<file path="src/sv/opgp_pkg.sv">
`timescale 1ns / 1ps
// Shared types and constants of the OpenPGP packet body parser.
// No dependencies.
package opgp_pkg;

    localparam int QDEPTH_DEF = 4;
    localparam int MAX_TOK    = 6;

    localparam logic [4:0] TK_PKT_START  = 5'd0;
    localparam logic [4:0] TK_HDR_BYTE   = 5'd1;
    localparam logic [4:0] TK_MPI_START  = 5'd2;
    localparam logic [4:0] TK_MPI_BODY   = 5'd3;
    localparam logic [4:0] TK_MPI_END    = 5'd4;
    localparam logic [4:0] TK_HASH_START = 5'd5;
    localparam logic [4:0] TK_HASH_END   = 5'd6;
    localparam logic [4:0] TK_UNH_START  = 5'd7;
    localparam logic [4:0] TK_UNH_END    = 5'd8;
    localparam logic [4:0] TK_SUB_START  = 5'd9;
    localparam logic [4:0] TK_SUB_BODY   = 5'd10;
    localparam logic [4:0] TK_SUB_END    = 5'd11;
    localparam logic [4:0] TK_LEFT16     = 5'd12;
    localparam logic [4:0] TK_OPS_DONE   = 5'd13;
    localparam logic [4:0] TK_COMP_DONE  = 5'd14;
    localparam logic [4:0] TK_SEIPD_DONE = 5'd15;
    localparam logic [4:0] TK_DATA       = 5'd16;
    localparam logic [4:0] TK_END        = 5'd17;
    localparam logic [4:0] TK_ERROR      = 5'd18;

    localparam logic [2:0] ER_NONE     = 3'd0;
    localparam logic [2:0] ER_VERSION  = 3'd1;
    localparam logic [2:0] ER_HASHLEN  = 3'd2;
    localparam logic [2:0] ER_OVERRUN  = 3'd3;
    localparam logic [2:0] ER_TWICE    = 3'd4;

    localparam logic [5:0] TAG_PKESK   = 6'd1;
    localparam logic [5:0] TAG_SIG     = 6'd2;
    localparam logic [5:0] TAG_OPS     = 6'd4;
    localparam logic [5:0] TAG_COMP    = 6'd8;
    localparam logic [5:0] TAG_MARKER  = 6'd10;
    localparam logic [5:0] TAG_SEIPD   = 6'd18;
    localparam logic [5:0] TAG_RESET   = TAG_SIG;

    typedef enum logic [3:0] {
        PH_HDR, PH_MPI_LEN, PH_MPI_BODY, PH_HLIST, PH_HSUB,
        PH_USIZE, PH_ULIST, PH_USUB, PH_LEFT16, PH_DATA
    } t_phase;

    // Tokens of one input beat. Slot 0 takes value v0, later packet start or done slots v1.
    typedef struct packed {
        logic [MAX_TOK-1:0][4:0] tok;
        logic [2:0]              cnt;
        logic [7:0]              data;
        logic [31:0]             v0;
        logic [31:0]             v1;
        logic [6:0]              styp;
        logic                    crit;
        logic [2:0]              ec;
    } t_bundle;

    function automatic logic tok_has_data(input logic [4:0] t);
        return t == TK_HDR_BYTE || t == TK_MPI_BODY || t == TK_SUB_BODY ||
               t == TK_LEFT16 || t == TK_DATA;
    endfunction

endpackage

</file>
<file path="src/sv/opgp_front.sv">
`timescale 1ns / 1ps
// Front end: parse state and classification of each body byte into a token bundle.
// Depends on opgp_pkg.
module opgp_front import opgp_pkg::*; (
    input  logic       i_clk,
    input  logic       i_rst_n,
    input  logic       i_accept,
    input  logic       i_func,
    input  logic [7:0] i_data_byte,
    input  logic       i_cfg_we,
    input  logic [5:0] i_cfg_data,
    output t_bundle    o_bundle
);
    logic [5:0]  r_tag;
    t_phase      r_ph, n_ph;
    logic [4:0]  r_hc, n_hc;
    logic [7:0]  r_hs [6];
    logic [7:0]  n_hs [6];
    logic [15:0] r_lr, n_lr;
    logic [31:0] r_ir, n_ir;
    logic        r_done, n_done;
    logic [2:0]  r_err, n_err;

    t_bundle     bun;
    logic [2:0]  nc;
    logic        failed;
    logic [7:0]  b;
    logic [2:0]  need;
    logic [31:0] size, body;
    logic [32:0] used;
    logic [7:0]  typ;
    logic [15:0] nbits;

    always_comb begin
        n_ph = r_ph; n_hc = r_hc; n_hs = r_hs; n_lr = r_lr; n_ir = r_ir;
        n_done = r_done; n_err = r_err;
        bun = '0; nc = '0; failed = 1'b0; b = i_data_byte;
        need = 3'd2; size = '0; body = '0; used = '0; typ = '0; nbits = '0;
        bun.data = b;
        if (r_err != ER_NONE) begin
            bun.tok[nc] = TK_ERROR; nc = nc + 3'd1; bun.ec = r_err;
        end else if (i_func) begin
            if (r_done) begin
                n_err = ER_TWICE; bun.ec = ER_TWICE;
                bun.tok[nc] = TK_ERROR; nc = nc + 3'd1;
            end else begin
                n_done = 1'b1;
                bun.tok[nc] = TK_END; nc = nc + 3'd1;
            end
        end else begin
            // header echo: each header byte of a known, non-marker tag gets a hdr_byte token first
            if (n_ph == PH_HDR && (r_tag == TAG_PKESK || r_tag == TAG_SIG ||
                    r_tag == TAG_OPS || r_tag == TAG_COMP || r_tag == TAG_SEIPD)) begin
                bun.tok[nc] = TK_HDR_BYTE; nc = nc + 3'd1; bun.v0 = 32'(r_hc);
            end
            // byte collection into the small header store
            if ((n_ph == PH_HDR && r_tag != TAG_MARKER) || n_ph == PH_MPI_LEN ||
                    n_ph == PH_HLIST || n_ph == PH_ULIST || n_ph == PH_USIZE) begin
                if ((r_tag == TAG_PKESK || r_tag == TAG_SIG || r_tag == TAG_OPS ||
                        r_tag == TAG_COMP || r_tag == TAG_SEIPD) &&
                        !(n_ph == PH_DATA)) begin
                    if (r_hc < 5'd6) n_hs[r_hc[2:0]] = b;
                    n_hc = r_hc + 5'd1;
                end
            end
            unique case (r_tag)
                TAG_PKESK: begin
                    if (r_ph == PH_HDR) begin
                        if (n_hc == 5'd10) begin
                            if (n_hs[0] != 8'd3) begin
                                failed = 1'b1;
                            end else begin
                                bun.tok[nc] = TK_PKT_START; nc = nc + 3'd1;
                                bun.v1 = 32'(n_hs[0]);
                                n_hc = '0; n_ph = PH_MPI_LEN;
                            end
                            if (failed) begin
                                n_err = ER_VERSION; bun.ec = ER_VERSION;
                                bun.tok[nc] = TK_ERROR; nc = nc + 3'd1;
                            end
                        end
                    end else if (r_ph == PH_MPI_BODY) begin
                        bun.tok[nc] = TK_MPI_BODY; nc = nc + 3'd1;
                        n_ir = r_ir - 32'd1;
                    end else if (n_hc >= 5'd2) begin
                        nbits = {n_hs[0], n_hs[1]};
                        n_ir = 32'((17'(nbits) + 17'd7) >> 3);
                        bun.tok[nc] = TK_MPI_START; nc = nc + 3'd1;
                        bun.v0 = 32'(nbits);
                        n_hc = '0; n_ph = PH_MPI_BODY;
                    end
                end
                TAG_SIG: begin
                    unique case (r_ph)
                        PH_HDR: begin
                            if (n_hc == 5'd1 && (b < 8'd2 || b > 8'd4)) begin
                                failed = 1'b1; n_err = ER_VERSION; bun.ec = ER_VERSION;
                            end else if (n_hs[0] < 8'd4 && n_hc == 5'd19) begin
                                if (n_hs[1] != 8'd5) begin
                                    failed = 1'b1; n_err = ER_HASHLEN; bun.ec = ER_HASHLEN;
                                end else begin
                                    bun.tok[nc] = TK_PKT_START; nc = nc + 3'd1;
                                    bun.v1 = 32'(n_hs[0]);
                                    n_hc = '0; n_ph = PH_MPI_LEN;
                                end
                            end else if (n_hs[0] == 8'd4 && n_hc == 5'd6) begin
                                bun.tok[nc] = TK_PKT_START; nc = nc + 3'd1;
                                bun.v1 = 32'd4;
                                n_lr = {n_hs[4], n_hs[5]};
                                bun.tok[nc] = TK_HASH_START; nc = nc + 3'd1;
                                n_hc = '0; n_ph = PH_HLIST;
                            end
                            if (failed) begin
                                bun.tok[nc] = TK_ERROR; nc = nc + 3'd1;
                            end
                        end
                        PH_HLIST, PH_ULIST: begin
                            need = (n_hs[0] < 8'd192) ? 3'd2 :
                                   ((n_hs[0] < 8'd255) ? 3'd3 : 3'd6);
                            if (n_hc >= 5'(need)) begin
                                priority case (need)
                                    3'd2: size = 32'(n_hs[0]);
                                    3'd3: size = 32'({6'(n_hs[0] - 8'd192), n_hs[1]})
                                                 + 32'd192;
                                    default: size = {n_hs[1], n_hs[2], n_hs[3], n_hs[4]};
                                endcase
                                typ  = n_hs[need - 3'd1];
                                body = (size != '0) ? size - 32'd1 : '0;
                                used = 33'(need) + 33'(body);
                                if (used > 33'(r_lr)) begin
                                    failed = 1'b1; n_err = ER_OVERRUN; bun.ec = ER_OVERRUN;
                                    bun.tok[nc] = TK_ERROR; nc = nc + 3'd1;
                                end else begin
                                    n_lr = r_lr - used[15:0];
                                    n_ir = body;
                                    bun.tok[nc] = TK_SUB_START; nc = nc + 3'd1;
                                    bun.v0 = body; bun.styp = typ[6:0]; bun.crit = typ[7];
                                    n_hc = '0;
                                    n_ph = (r_ph == PH_HLIST) ? PH_HSUB : PH_USUB;
                                end
                            end
                        end
                        PH_HSUB, PH_USUB: begin
                            bun.tok[nc] = TK_SUB_BODY; nc = nc + 3'd1;
                            n_ir = r_ir - 32'd1;
                        end
                        PH_USIZE: begin
                            if (n_hc >= 5'd2) begin
                                n_lr = {n_hs[0], n_hs[1]};
                                bun.tok[nc] = TK_UNH_START; nc = nc + 3'd1;
                                n_hc = '0; n_ph = PH_ULIST;
                            end
                        end
                        PH_LEFT16: begin
                            bun.tok[nc] = TK_LEFT16; nc = nc + 3'd1;
                            bun.v0 = 32'(r_hc[0]);
                            n_hc = r_hc + 5'd1;
                            if (n_hc >= 5'd2) begin
                                n_hc = '0; n_ph = PH_MPI_LEN;
                            end
                        end
                        PH_MPI_BODY: begin
                            bun.tok[nc] = TK_MPI_BODY; nc = nc + 3'd1;
                            n_ir = r_ir - 32'd1;
                        end
                        PH_MPI_LEN: begin
                            if (n_hc >= 5'd2) begin
                                nbits = {n_hs[0], n_hs[1]};
                                n_ir = 32'((17'(nbits) + 17'd7) >> 3);
                                bun.tok[nc] = TK_MPI_START; nc = nc + 3'd1;
                                bun.v0 = 32'(nbits);
                                n_hc = '0; n_ph = PH_MPI_BODY;
                            end
                        end
                        default: begin
                            bun.tok[nc] = TK_DATA; nc = nc + 3'd1;
                        end
                    endcase
                end
                TAG_OPS: begin
                    if (r_ph == PH_HDR) begin
                        if (n_hc == 5'd1 && b != 8'd3) begin
                            failed = 1'b1; n_err = ER_VERSION; bun.ec = ER_VERSION;
                            bun.tok[nc] = TK_ERROR; nc = nc + 3'd1;
                        end else if (n_hc == 5'd13) begin
                            bun.tok[nc] = TK_OPS_DONE; nc = nc + 3'd1;
                            bun.v1 = 32'(n_hs[0]);
                            n_hc = '0; n_ph = PH_DATA;
                        end
                    end else begin
                        bun.tok[nc] = TK_DATA; nc = nc + 3'd1;
                    end
                end
                TAG_COMP, TAG_SEIPD: begin
                    if (r_ph == PH_HDR) begin
                        bun.tok[nc] = (r_tag == TAG_COMP) ? TK_COMP_DONE : TK_SEIPD_DONE;
                        nc = nc + 3'd1;
                        bun.v1 = 32'(b);
                        n_hc = '0; n_ph = PH_DATA;
                    end else begin
                        bun.tok[nc] = TK_DATA; nc = nc + 3'd1;
                    end
                end
                TAG_MARKER: ;
                default: begin
                    bun.tok[nc] = TK_DATA; nc = nc + 3'd1;
                end
            endcase
            // close empty items and drained lists; at most two in a row
            if (!failed) begin
                for (int k = 0; k < 2; k++) begin
                    if (n_ph == PH_MPI_BODY && n_ir == '0) begin
                        bun.tok[nc] = TK_MPI_END; nc = nc + 3'd1; n_ph = PH_MPI_LEN;
                    end else if (n_ph == PH_HSUB && n_ir == '0) begin
                        bun.tok[nc] = TK_SUB_END; nc = nc + 3'd1; n_ph = PH_HLIST;
                    end else if (n_ph == PH_USUB && n_ir == '0) begin
                        bun.tok[nc] = TK_SUB_END; nc = nc + 3'd1; n_ph = PH_ULIST;
                    end else if (n_ph == PH_HLIST && n_lr == '0) begin
                        bun.tok[nc] = TK_HASH_END; nc = nc + 3'd1; n_ph = PH_USIZE;
                    end else if (n_ph == PH_ULIST && n_lr == '0) begin
                        bun.tok[nc] = TK_UNH_END; nc = nc + 3'd1; n_ph = PH_LEFT16;
                    end
                end
            end
        end
        bun.cnt = nc;
    end

    assign o_bundle = bun;

    always_ff @(posedge i_clk) begin
        if (!i_rst_n || i_cfg_we) begin
            r_tag  <= i_rst_n ? i_cfg_data : TAG_RESET;
            r_ph   <= PH_HDR;
            r_hc   <= '0;
            r_lr   <= '0;
            r_ir   <= '0;
            r_done <= 1'b0;
            r_err  <= ER_NONE;
        end else if (i_accept) begin
            r_ph   <= n_ph;
            r_hc   <= n_hc;
            r_lr   <= n_lr;
            r_ir   <= n_ir;
            r_done <= n_done;
            r_err  <= n_err;
        end
    end

    always_ff @(posedge i_clk) begin
        if (i_accept) r_hs <= n_hs;
    end
endmodule

</file>
<file path="src/sv/opgp_queue.sv">
`timescale 1ns / 1ps
// Short bundle queue between the parser front and the token back end.
// Depends on opgp_pkg.
module opgp_queue import opgp_pkg::*; #(
    parameter int DEPTH = QDEPTH_DEF
) (
    input  logic    i_clk,
    input  logic    i_rst_n,
    input  logic    i_wr,
    input  t_bundle i_wdata,
    input  logic    i_rd,
    output t_bundle o_rdata,
    output logic    o_full,
    output logic    o_nempty
);
    localparam int AW = (DEPTH > 1) ? $clog2(DEPTH) : 1;

    t_bundle            r_mem [DEPTH];
    logic [AW-1:0]      r_wp, r_rp;
    logic [AW:0]        r_cnt;

    function automatic logic [AW-1:0] inc(input logic [AW-1:0] p);
        return (32'(p) == DEPTH - 1) ? '0 : p + AW'(1);
    endfunction

    assign o_full   = (r_cnt == (AW+1)'(DEPTH));
    assign o_nempty = (r_cnt != '0);
    assign o_rdata  = r_mem[r_rp];

    always_ff @(posedge i_clk) begin
        if (!i_rst_n) begin
            r_wp <= '0; r_rp <= '0; r_cnt <= '0;
        end else begin
            if (i_wr) r_wp <= inc(r_wp);
            if (i_rd) r_rp <= inc(r_rp);
            r_cnt <= r_cnt + (AW+1)'(i_wr) - (AW+1)'(i_rd);
        end
    end

    always_ff @(posedge i_clk) begin
        if (i_wr) r_mem[r_wp] <= i_wdata;
    end
endmodule

</file>
<file path="src/sv/opgp_back.sv">
`timescale 1ns / 1ps
// Back end: holds one bundle and presents its tokens one beat at a time.
// Depends on opgp_pkg.
module opgp_back import opgp_pkg::*; (
    input  logic        i_clk,
    input  logic        i_rst_n,
    input  logic        i_q_nempty,
    input  t_bundle     i_q_data,
    output logic        o_q_rd,
    input  logic        pop,
    output logic        empty,
    output logic [4:0]  o_token,
    output logic [7:0]  o_data_out,
    output logic [31:0] o_value,
    output logic [6:0]  o_subpacket_type,
    output logic        o_critical,
    output logic [2:0]  o_error_code,
    output logic        o_last
);
    t_bundle    r_bun;
    logic [2:0] r_slot;
    logic       r_valid;
    logic       at_last, free;
    logic [4:0] t;
    logic       v1_tok;

    assign at_last = (r_slot == r_bun.cnt - 3'd1);
    assign free    = !r_valid || (pop && at_last);
    assign o_q_rd  = free && i_q_nempty;
    assign empty   = !r_valid;

    assign t = r_bun.tok[r_slot];
    // v1 belongs to the packet start / header done token only
    assign v1_tok = (t == TK_PKT_START) || (t == TK_OPS_DONE) ||
                    (t == TK_COMP_DONE) || (t == TK_SEIPD_DONE);
    always_comb begin
        o_token          = t;
        o_data_out       = tok_has_data(t) ? r_bun.data : '0;
        o_value          = (r_slot == '0) ? r_bun.v0 : (v1_tok ? r_bun.v1 : '0);
        o_subpacket_type = (t == TK_SUB_START) ? r_bun.styp : '0;
        o_critical       = (t == TK_SUB_START) && r_bun.crit;
        o_error_code     = (t == TK_ERROR) ? r_bun.ec : ER_NONE;
        o_last           = at_last;
    end

    always_ff @(posedge i_clk) begin
        if (!i_rst_n) begin
            r_valid <= 1'b0;
            r_slot  <= '0;
        end else if (free) begin
            r_valid <= i_q_nempty;
            r_slot  <= '0;
        end else if (pop) begin
            r_slot  <= r_slot + 3'd1;
        end
    end

    always_ff @(posedge i_clk) begin
        if (o_q_rd) r_bun <= i_q_data;
    end
endmodule

</file>
<file path="src/sv/openpgp_packet_body_parser_unit.sv">
`timescale 1ns / 1ps
// OpenPGP packet body parser, top level: front parser, bundle queue, token back end.
// Depends on opgp_pkg, opgp_front, opgp_queue, opgp_back.
//
// Takes one packet body byte (or a finish marker) per beat, with the packet tag
// written in through the config port while idle (a write restarts parsing), and
// produces RFC 4880 parse tokens. Input side accepts one beat per clock as long
// as full is low; full rises only when QDEPTH beats' worth of tokens are queued.
// The front classifies each beat combinationally into a bundle of 0 to 6 tokens;
// the back end delivers one token per clock on pop, so sustained rate is one
// beat per cycle when beats produce one token each, and beats that yield several
// end markers are absorbed by the queue. An accepted beat is registered in the
// queue, then in the back end, before its first token. No clearing pass after reset.
module openpgp_packet_body_parser_unit import opgp_pkg::*; #(
    parameter int QDEPTH = QDEPTH_DEF
) (
    input  logic        i_clk,
    input  logic        i_rst_n,
    input  logic        push,
    output logic        full,
    input  logic        i_func,
    input  logic [7:0]  i_data_byte,
    input  logic        i_cfg_we,
    input  logic [5:0]  i_cfg_data,
    output logic        empty,
    input  logic        pop,
    output logic [4:0]  o_token,
    output logic [7:0]  o_data_out,
    output logic [31:0] o_value,
    output logic [6:0]  o_subpacket_type,
    output logic        o_critical,
    output logic [2:0]  o_error_code,
    output logic        o_last
);
    logic    accept;
    t_bundle fbun, qbun;
    logic    q_nempty, q_rd;

    // a pushed beat is taken whenever the queue has room
    assign accept = push && !full;

    opgp_front u_front (
        .i_clk, .i_rst_n, .i_accept(accept), .i_func, .i_data_byte,
        .i_cfg_we, .i_cfg_data, .o_bundle(fbun)
    );

    // beats with no tokens (marker tag, or bytes only collected as header) never enter the queue
    opgp_queue #(.DEPTH(QDEPTH)) u_queue (
        .i_clk, .i_rst_n, .i_wr(accept && fbun.cnt != '0), .i_wdata(fbun),
        .i_rd(q_rd), .o_rdata(qbun), .o_full(full), .o_nempty(q_nempty)
    );

    opgp_back u_back (
        .i_clk, .i_rst_n, .i_q_nempty(q_nempty), .i_q_data(qbun), .o_q_rd(q_rd),
        .pop, .empty, .o_token, .o_data_out, .o_value, .o_subpacket_type,
        .o_critical, .o_error_code, .o_last
    );
endmodule

</file>
<file path="config.mk">
export PLATFORM = sky130hd
export DESIGN_NAME = openpgp_packet_body_parser_unit
export DESIGN_NICKNAME = d
export VERILOG_FILES = /design/src/sv/opgp_pkg.sv /design/src/sv/opgp_front.sv /design/src/sv/opgp_queue.sv /design/src/sv/opgp_back.sv /design/src/sv/openpgp_packet_body_parser_unit.sv
export SDC_FILE = /design/constraint.sdc
export NUM_CORES = 1
export LEC_CHECK = 0
export BUFFER_PORTS_ARGS = -buffer_cell sky130_fd_sc_hd__clkbuf_2
export CAP_MARGIN = 20
export CORE_MARGIN = 4
export CORE_UTILIZATION = 25
export CTS_CLUSTER_DIAMETER = 100
export DETAILED_ROUTE_END_ITERATION = 10
export GPL_TIMING_DRIVEN = 0
export PLACE_DENSITY = 0.43
export SLEW_MARGIN = 10
export SYNTH_ARGS = -nofsm -noshare
export SYNTH_HDL_FRONTEND = slang
export SYNTH_SLANG_ARGS = --single-unit
</file>
<file path="constraint.sdc">
create_clock -name i_clk -period 14.9 [get_ports i_clk]
set_input_delay 1.49 -clock i_clk [delete_from_list [all_inputs] [get_ports i_clk]]
set_output_delay 1.49 -clock i_clk [all_outputs]
set_load 0.005 [all_outputs]
</file>
==> results.md, run 1 <==
* Hold Crit Class: reg2reg
* CP most frequent cell: ha_1
* CP max FO at 10
* CTS tree: yes
* Cts bufs inserted at 67
* Clk_lat worst skew at 0.63 ns
* Mapped Cells at 3160
* Post-layout nets at 3515
* Global-route wire length before repair at 185200 µm
* Most used DFF post-synth: edfxtp_1
* CTS root buffer: clkbuf_16
* Synth top area cells: edfxtp_1 (45%), mux4_2 (6.5%), dfxtp_1 (4.3%), nor2_1 (4.1%), a21oi_1 (3.3%)
* Starting Density at 25.15%
* Port Buffers at 77
* Top cells by count, synth: edfxtp_1 (504), nor2_1 (367), a21oi_1 (219), nand2_1 (215), clkbuf_1 (160)
* Worst EP required at 15.40 ns
* Vias in the first global route at 26167
* Average cell area after synthesis at 10.61 µm²
* Post-synth cell types at 105
* FFs w/ async S/R, synth at 0%
* Post-synth EDFFs at 504
* Largest net degree at the start of global routing at 51
* Synth Cell Area at 33520 µm²
* 1st-iter DRT viols at 2907
* Drt pass-1 iters at 7
* Fin crit period at 14.39 ns
* Sequential share of the synthesized area at 49.46%
* Cell taking the most area after synthesis: edfxtp_1
* Placer Congestion at 0.9388
* Total grt overflow at 0
* Core area at 133300 µm²
* Worst path buffer plus inverter count at 11
* Hold Vio Cnt, Final at 0
* Top cell type's share of synthesized area at 45.16%
* Leak Pwr at 13.21 nW
* IR drop worst, VDD at 0.00006766 V
* Layout cells sized above 1 at 13.57%
* # rows at 134
* Max Transition Viols Final at 0
* GRT Overall Usage at 17.51%
* Warnings from Yosys at 0
* Tcrit/Tclk final at 96.55%
* # DRC at 0
* Layout Utilization at 29.62%
* Hold slack at 0.4898 ns
* Dpl cell area at 36880 µm²
* Synth-to-layout area growth at 17.80%
* Most frequent cell after synthesis: edfxtp_1
* Routed Antenna Nets at 0
* Die Wd at 374.1 µm
* Status: finished clean
* PD cells at 142.8 nW/µm²
* FILL cells at 13889
* Dpl cells at 5099
* Post-Layout Cell Count at 5242
* # IOs at 79
* Clk_skew at 0.04068 ns
* Slew headroom at 23.36%
* Post-route cell area at 39480 µm²
* Hpwl dp at 94910 µm
* Vias per cell at 5.249
* Max cap viols at 0
* Via count of the routed design at 27514
* Hold_buf cts at 0
* Die Ht at 374.1 µm
* Worst path top cell family by delay: simple AND/OR/NAND/NOR gates
* Post-synthesis register bit count at 576
* Worst Setup End Kind: register
* Max stage delay on crit path at 0.62 ns
* Initial antenna violation count at 2
* Critical path class: reg2reg
* Max clock buf depth at 3
* Slowest cell on the critical path: or4_4
* Tightest Pin Transition at 1.118 ns
* Final WL at 127400 µm
* Htree depth at 3
* CP Data Arrival Time at 14.89 ns
* F_max at 69.51 MHz
* Crit start category: register
* CTS Sinks at 576
* Clock-pin transition on the worst setup and hold timing paths at 0.06 ns
* Final Setup Violations at 0
* Total die area at 140000 µm²
* DR WL/cell at 24.31 µm
[metal layers]
metal | up-vias | GRT usage [%] | wire length, µm
met1 | 13677 | 24.14 | 56050
li1 | 12510 | - | -
met2 | 1092 | 28.13 | 58430
met5 | - | 0 | 0
met3 | 235 | 2.233 | 8024
met4 | 0 | 6.528 | 4942
[worst register-to-register path: cells and delay by family, from the launching register on]
family	cells	cell delay [ns]
compound gates	15	3.22
xor+xnor	2	0.26
fa+ha+maj	7	2.36
buf+inv	11	2.21
flops	1	0.35
mux	2	0.67
simple gates	21	5.20
[flip-flops by register name (all words and copies together) (netlist names)]
| register | cells |
|---|---|
| u_queue.r_mem | 360 |
| u_back.r_bun | 90 |
| u_front.r_hs | 48 |
| u_front.r_ir | 32 |
| u_front.r_lr | 16 |
| u_front.r_tag | 6 |
| u_front.r_hc | 5 |
| u_front.r_ph | 4 |
| u_back.r_slot | 3 |
| u_front.r_err | 3 |
| u_queue.r_cnt | 3 |
| u_queue.r_rp | 2 |
| u_queue.r_wp | 2 |
| u_back.r_valid | 1 |
| u_front.r_done | 1 |
[what timing repair did]
action	in CTS	in global routing
setup buffers	12	11
pin swaps	9	7
gates cloned	2	0
resized for setup	35	31
endpoints found under the setup margin	458	363
[power breakdown]
| group | total (mW) | switching [mW] | internal [mW] |
|---|---|---|---|
| clock network | 1.62 | 0.689 | 0.929 |
| registers | 2.19 | 0.0752 | 2.11 |
| logic | 1.83 | 1.12 | 0.708 |
[area by class of cell]
class / instances / area (µm²) / area share (%)
clock buffer: 84 / 1824 / 4.621
clock inverter: 34 / 300.3 / 0.7606
inverter: 120 / 450.4 / 1.141
multi-input combinational: 2317 / 16190 / 41.00
antenna: 2 / 5.005 / 0.01268
timing repair buffer: 129 / 1036 / 2.624
sequential: 576 / 16580 / 41.99
tap: 1768 / 2212 / 5.603
buffer: 212 / 888.4 / 2.250
[placed cells by master, fill, tap and decap left out, types with 70 or more instances in the layout]
cell type,n
a21oi_1,217
and2_1,78
clkbuf_1,161
clkbuf_16,70
clkbuf_2,82
dfxtp_1,72
edfxtp_1,504
inv_1,110
mux2i_1,70
mux4_2,96
nand2_1,215
nor2_1,364
nor3_1,105
o21ai_0,123
[path summary, 6_finish.rpt]
kind,start,endpoint,slack (ns),cells past startpoint
setup / recovery,u_front.r_ph[0]$_SDFFE_PP0P_,u_queue.r_cnt[2]$_SDFF_PN0_,0.51,58
hold / removal,u_front.r_err[2]$_SDFFE_PP0P_,u_front.r_err[2]$_SDFFE_PP0P_,0.49,2
setup reg to reg,u_front.r_ph[0]$_SDFFE_PP0P_,u_queue.r_cnt[2]$_SDFF_PN0_,0.51,58
hold reg to reg,u_front.r_err[2]$_SDFFE_PP0P_,u_front.r_err[2]$_SDFFE_PP0P_,0.49,2
[kinds of logic (layout without fill, tap and decap cells)]
logic type / after synthesis / in the layout / share of synthesized area [%]
flops: 576 / 576 / 49.46
other cells: 1 / 70 / 0.01119
compound gates: 783 / 783 / 15.75
simple gates: 1113 / 1115 / 16.34
mux: 196 / 196 / 9.594
xor+xnor: 83 / 83 / 2.169
fa+ha+maj: 72 / 72 / 2.733
buf+inv: 336 / 579 / 3.942
[stage by stage]
step / power, mW / TNS (ns) / setup WS [ns]
final: 5.637 / 0 / 0.5139
after global routing: 5.928 / -0.06072 / -0.06072
after CTS: 5.691 / 0 / 0.007711
after detailed placement: 4.025 / -1363.53 / -3.651
after global placement: 4.002 / -2655.71 / -6.989
after floorplan: 3.321 / 0 / 0.6589
(Power assumes the default switching activity.)
==> inputs of run 2 (changes only) <==
--- a/config.mk
+++ b/config.mk
@@ -5,14 +5,16 @@
 export SDC_FILE = /design/constraint.sdc
 export NUM_CORES = 1
 export LEC_CHECK = 0
-export BUFFER_PORTS_ARGS = -buffer_cell sky130_fd_sc_hd__clkbuf_2
 export CAP_MARGIN = 20
+export CELL_PAD_IN_SITES_DETAIL_PLACEMENT = 1
+export CELL_PAD_IN_SITES_GLOBAL_PLACEMENT = 1
 export CORE_MARGIN = 4
 export CORE_UTILIZATION = 25
 export CTS_CLUSTER_DIAMETER = 100
 export DETAILED_ROUTE_END_ITERATION = 10
+export DONT_BUFFER_PORTS = 1
 export GPL_TIMING_DRIVEN = 0
-export PLACE_DENSITY = 0.43
+export PLACE_DENSITY = 0.49
 export SLEW_MARGIN = 10
 export SYNTH_ARGS = -nofsm -noshare
 export SYNTH_HDL_FRONTEND = slang
==> results.md, run 2 (same netlist as run 1, synthesis figures left out) <==
* Die Wd at 374.1 µm
* Routed Antenna Nets at 0
* Tcrit/Tclk final at 95.51%
* Worst Setup End Kind: register
* Worst reg2reg startpoint: u_front.r_ph[0]$_SDFFE_PP0P_
* # DRC at 0
* Hpwl dp at 102900 µm
* Initial antenna violation count at 0
* Final Setup Violations at 0
* Hold EP: u_front.r_err[2]$_SDFFE_PP0P_
* Leak Pwr at 12.90 nW
* Total grt overflow at 0
* N_diodes at 0
* Reg2Reg Depth at 55
* Clk_skew at 0.05698 ns
* Layout Utilization at 29.39%
* Post-layout nets at 3444
* CTS Sinks at 576
* IR drop worst, VDD at 0.00007460 V
* Max cap viols at 0
* Vias in the first global route at 27692
* Placer Congestion at 0.8979
* Biggest register: u_queue.r_mem
* Met1 Usage GRT at 26.32%
* Worst Hold Depth at 2
* Commonest non-fill, non-tap cell in the layout: edfxtp_1
* Vias per cell at 5.287
* Busiest grt layer: met2
* Max stage delay on crit path at 0.64 ns
* 1st-iter DRT viols at 2156
* Synth-to-layout area growth at 16.89%
* Register-to-register path setup slack at 0.67 ns
* Clock-pin transition on the worst setup and hold timing paths at 0.06 ns
* Slew headroom at 16.20%
* CTS root buffer: clkbuf_16
* DR WL/cell at 26.72 µm
* Max clock buf depth at 3
* CP max FO at 10
* Final WL at 138100 µm
* Drt pass-1 iters at 6
* Tightest Pin Transition at 1.222 ns
* R2r endpoint: u_queue.r_cnt[2]$_SDFF_PN0_
* Clk_lat worst skew at 0.67 ns
* CTS tree: yes
* Core area at 133300 µm²
* Max reg flops at 360
* Worst EP required at 15.42 ns
* Global-route wire length before repair at 199700 µm
* PD cells at 143.8 nW/µm²
* Routing usage on met2 at 31.10%
* Crit start category: register
* Die Ht at 374.1 µm
* Largest regs: u_queue.r_mem (360), u_back.r_bun (90), u_front.r_hs (48)
* Port Buffers at 0
* Status: finished clean
* Via count of the routed design at 27334
* Cts bufs inserted at 70
* Total die area at 140000 µm²
* Hold Vio Cnt, Final at 0
* Max Transition Viols Final at 0
* # rows at 134
* Layout cells sized above 1 at 11.67%
* Starting Density at 25.15%
* CP Data Arrival Time at 14.75 ns
* CP most frequent cell: ha_1
* Slowest cell on the critical path: or4_4
* # IOs at 79
* Largest net degree at the start of global routing at 49
* Most frequent cells in the layout: edfxtp_1 (504), nor2_1 (363), a21oi_1 (218)
* Hold slack at 0.4985 ns
* F_max at 70.27 MHz
* Fin crit period at 14.23 ns
* Routing usage on met3 at 2.371%
* GRT Overall Usage at 19.04%
* Hold Crit Class: reg2reg
* Critical path class: reg2reg
* Htree depth at 3
* Hold path startpoint: u_front.r_err[2]$_SDFFE_PP0P_
## run 2: changes by cell type in the layout (fill, tap and decap cells not counted), moves of 3 or more
cell,change
clkbuf_2,-72
nor3_2,+3
clkbuf_4,-4
inv_6,-3
clkinv_1,+10
clkinv_2,-5
buf_4,+3
## run 2: worst max-delay path by stage
stage | startpoint | to | slack, ns | cells past startpoint
floorplan | i_data_byte[0] | u_queue.r_mem[1][0]$_DFFE_PP_ | 0.66 | 50
CTS | u_front.r_ph[0]$_SDFFE_PP0P_ | u_queue.r_cnt[2]$_SDFF_PN0_ | 0.005 | 59
detailed placement | i_data_byte[7] | u_queue.r_mem[0][7]$_DFFE_PP_ | -3.49 | 52
finish | u_front.r_ph[0]$_SDFFE_PP0P_ | u_queue.r_cnt[2]$_SDFF_PN0_ | 0.67 | 55
global route | u_front.r_ph[0]$_SDFFE_PP0P_ | u_queue.r_cnt[2]$_SDFF_PN0_ | -0.02 | 59
global placement | i_data_byte[7] | u_queue.r_mem[1][68]$_DFFE_PP_ | -7.07 | 47
## run 2: power breakdown
group	internal (mW)	switching, mW
clock	0.952	0.710
combinational	0.651	1.13
sequential	2.11	0.0798
## run 2: critical path, delay by kind of cell (launching register included)
kind	cells	cell delay (ns)
simple gates	22	5.79
compound gates	13	2.64
fa+ha+maj	7	2.23
buf+inv	8	1.69
mux	2	0.76
xor+xnor	3	0.59
flops	1	0.35
## run 2: metrics by stage
stage	cells	setup TNS [ns]	cell area (µm²)	power [mW]	setup slack, ns
final	5170	0	39180	5.634	0.6689
after floorplan	3227	0	33770	3.321	0.6589
after CTS	5153	0	38950	5.694	0.004665
after global routing	5170	-0.02145	39180	5.928	-0.02145
after detailed placement	5019	-1279.59	36460	3.976	-3.494
after global placement	4995	-2708.15	35980	3.960	-7.070
## run 2: per-layer routing
layer,share of wire (%),vias up
met2,46,796
met5,0,-
met3,4.9,222
met4,3.3,0
li1,-,12386
met1,46,13930
## run 2: area by class of cell
class / count / area (µm²)
clock buffer: 82 / 1797
clock inverter: 40 / 364.1
buffer: 213 / 897.1
fill: 15032 / 94120
inverter: 120 / 454.2
multi-input combinational: 2317 / 16240
tap: 1768 / 2212
sequential: 576 / 16580
timing repair buffer: 54 / 638.1
## run 2: timing repair
action                     in CTS  in global routing
pin swaps                       8                  8
gates cloned                    2                  0
setup endpoints to repair     467                363
buffers inserted               12                 12
gates resized for setup        47                 17
hold buffers                    0                  0
==> inputs of run 3 (changes only) <==
--- a/config.mk
+++ b/config.mk
@@ -13,7 +13,7 @@
 export CTS_CLUSTER_DIAMETER = 100
 export DETAILED_ROUTE_END_ITERATION = 10
 export DONT_BUFFER_PORTS = 1
-export GPL_TIMING_DRIVEN = 0
+export GPL_ROUTABILITY_DRIVEN = 0
 export PLACE_DENSITY = 0.49
 export SLEW_MARGIN = 10
 export SYNTH_ARGS = -nofsm -noshare
==> results.md, run 3 (same netlist as run 1, synthesis figures left out) <==
* Layout Utilization at 28.80%
* Hold slack at 0.4927 ns
* Fin crit period at 13.92 ns
* Hold Vio Cnt, Final at 0
* # rows at 134
* Port Buffers at 0
* GRT Overall Usage at 17.82%
* Initial antenna violation count at 2
* Hpwl dp at 91300 µm
* Clock-pin transition on the worst setup and hold timing paths at 0.06 ns
* Register area at 16580 µm²
* Max reg flops at 360
* Cts bufs inserted at 71
* # DRC at 0
* Largest net degree at the start of global routing at 76
* PD cells at 143.8 nW/µm²
* Worst Setup End Kind: register
* Status: finished clean
* CTS Sinks at 576
* Slowest cell on the critical path: a211oi_1
* Worst path top cell family by delay: simple AND/OR/NAND/NOR gates
* Via count of the routed design at 26241
* Slew headroom at 21.74%
* CTS root buffer: clkbuf_16
* Worst path buffer plus inverter count at 8
* Hold_buf cts at 0
* Max stage delay on crit path at 0.55 ns
* Die Ht at 374.1 µm
* Total grt overflow at 0
* Routed Antenna Nets at 0
* Max clock buf depth at 3
* DR WL/cell at 25.69 µm
* Most frequent cells in the layout: edfxtp_1 (504), nor2_1 (365), a21oi_1 (218)
* Final WL at 129000 µm
* Crit start category: register
* F_max at 71.84 MHz
* Setup TNS at 0 ns
* Total die area at 140000 µm²
* Leak Pwr at 12.76 nW
* Unrepaired setup endpoints after global routing: false
* CP most frequent cell: ha_1
* CP max FO at 18
* Tcrit/Tclk final at 93.42%
* Critical path class: reg2reg
* Post-layout nets at 3283
* Max Transition Viols Final at 0
* CP Data Arrival Time at 14.47 ns
* # IOs at 79
* Drt pass-1 iters at 7
* Post-Layout Cell Count at 5020
* Htree depth at 3
* Vias in the first global route at 26755
* Commonest non-fill, non-tap cell in the layout: edfxtp_1
* Synth-to-layout area growth at 14.54%
* Pre-CTS WS at 0.2781 ns
* Hold Crit Class: reg2reg
* Core area at 133300 µm²
* Worst EP required at 15.45 ns
* Biggest register: u_queue.r_mem
* IR drop worst, VDD at 0.00009914 V
* Final Setup Violations at 0
* 1st-iter DRT viols at 2108
* Max cap viols at 0
* Fin worst setup slack at 0.9808 ns
* Clk_lat worst skew at 0.68 ns
* Global-route wire length before repair at 189300 µm
* Area of the multi-input gates at 16030 µm²
* Clk_skew at 0.04143 ns
* Tightest Pin Transition at 1.141 ns
* FILL cells at 14853
* Number of setup buffers added after CTS at 0
* Post-route cell area at 38390 µm²
* Die Wd at 374.1 µm
* Tot Pwr at 5.519 mW
* Layout cells sized above 1 at 12.68%
* CTS tree: yes
* Vias per cell at 5.227
* Largest regs: u_queue.r_mem (360), u_back.r_bun (90), u_front.r_hs (48)
* Starting Density at 25.15%
* Dpl cell area at 36040 µm²
* Dpl cells at 4881
## run 3: area by class of cell
| type | count | area share [%] |
|---|---|---|
| Antenna cell | 2 | 0.01304 |
| Clock buffer | 79 | 4.732 |
| Clock inverter | 53 | 1.216 |
| Inverter | 120 | 1.177 |
| Multi-Input combinational cell | 2319 | 41.77 |
| Sequential cell | 576 | 43.20 |
| Tap cell | 1768 | 5.762 |
| Timing Repair Buffer | 103 | 2.138 |
## run 3: worst paths after layout
check                           slack [ns]                           start  depth (start not counted)                            end
worst max register to register        0.98  u_front.r_tag[2]$_SDFFCE_PN0P_                         56    u_queue.r_cnt[2]$_SDFF_PN0_
worst max-delay path                  0.98  u_front.r_tag[2]$_SDFFCE_PN0P_                         56    u_queue.r_cnt[2]$_SDFF_PN0_
worst min register to register        0.49   u_front.r_err[2]$_SDFFE_PP0P_                          2  u_front.r_err[2]$_SDFFE_PP0P_
worst min-delay path                  0.49   u_front.r_err[2]$_SDFFE_PP0P_                          2  u_front.r_err[2]$_SDFFE_PP0P_
## run 3: metal layers
layer	part of all wire, %	vias to the layer above	global-route usage, %	wire length (µm)
met3	4.5	162	2.775	5861
li1	-	12066	-	-
met1	46	13392	24.63	59290
met4	2.6	2	5.068	3351
met2	47	619	28.92	60430
met5	0.010	-	0	13
## run 3: what timing repair did
action | CTS | global route
hold endpoints to repair | 0 | 0
gates resized for setup | 0 | 5
setup endpoints to repair | 0 | 363
## run 3: report_power, final
part / internal [mW] / switching (mW)
registers: 2.12 / 0.107
logic: 0.587 / 1.01
clock network: 0.964 / 0.735
total: 3.67 / 1.85
## run 3: worst min-delay path: stages, from the launching register on
cell and delay, ns:
dfxtp_1 0.32, inv_1 0.07, a21oi_1 0.06
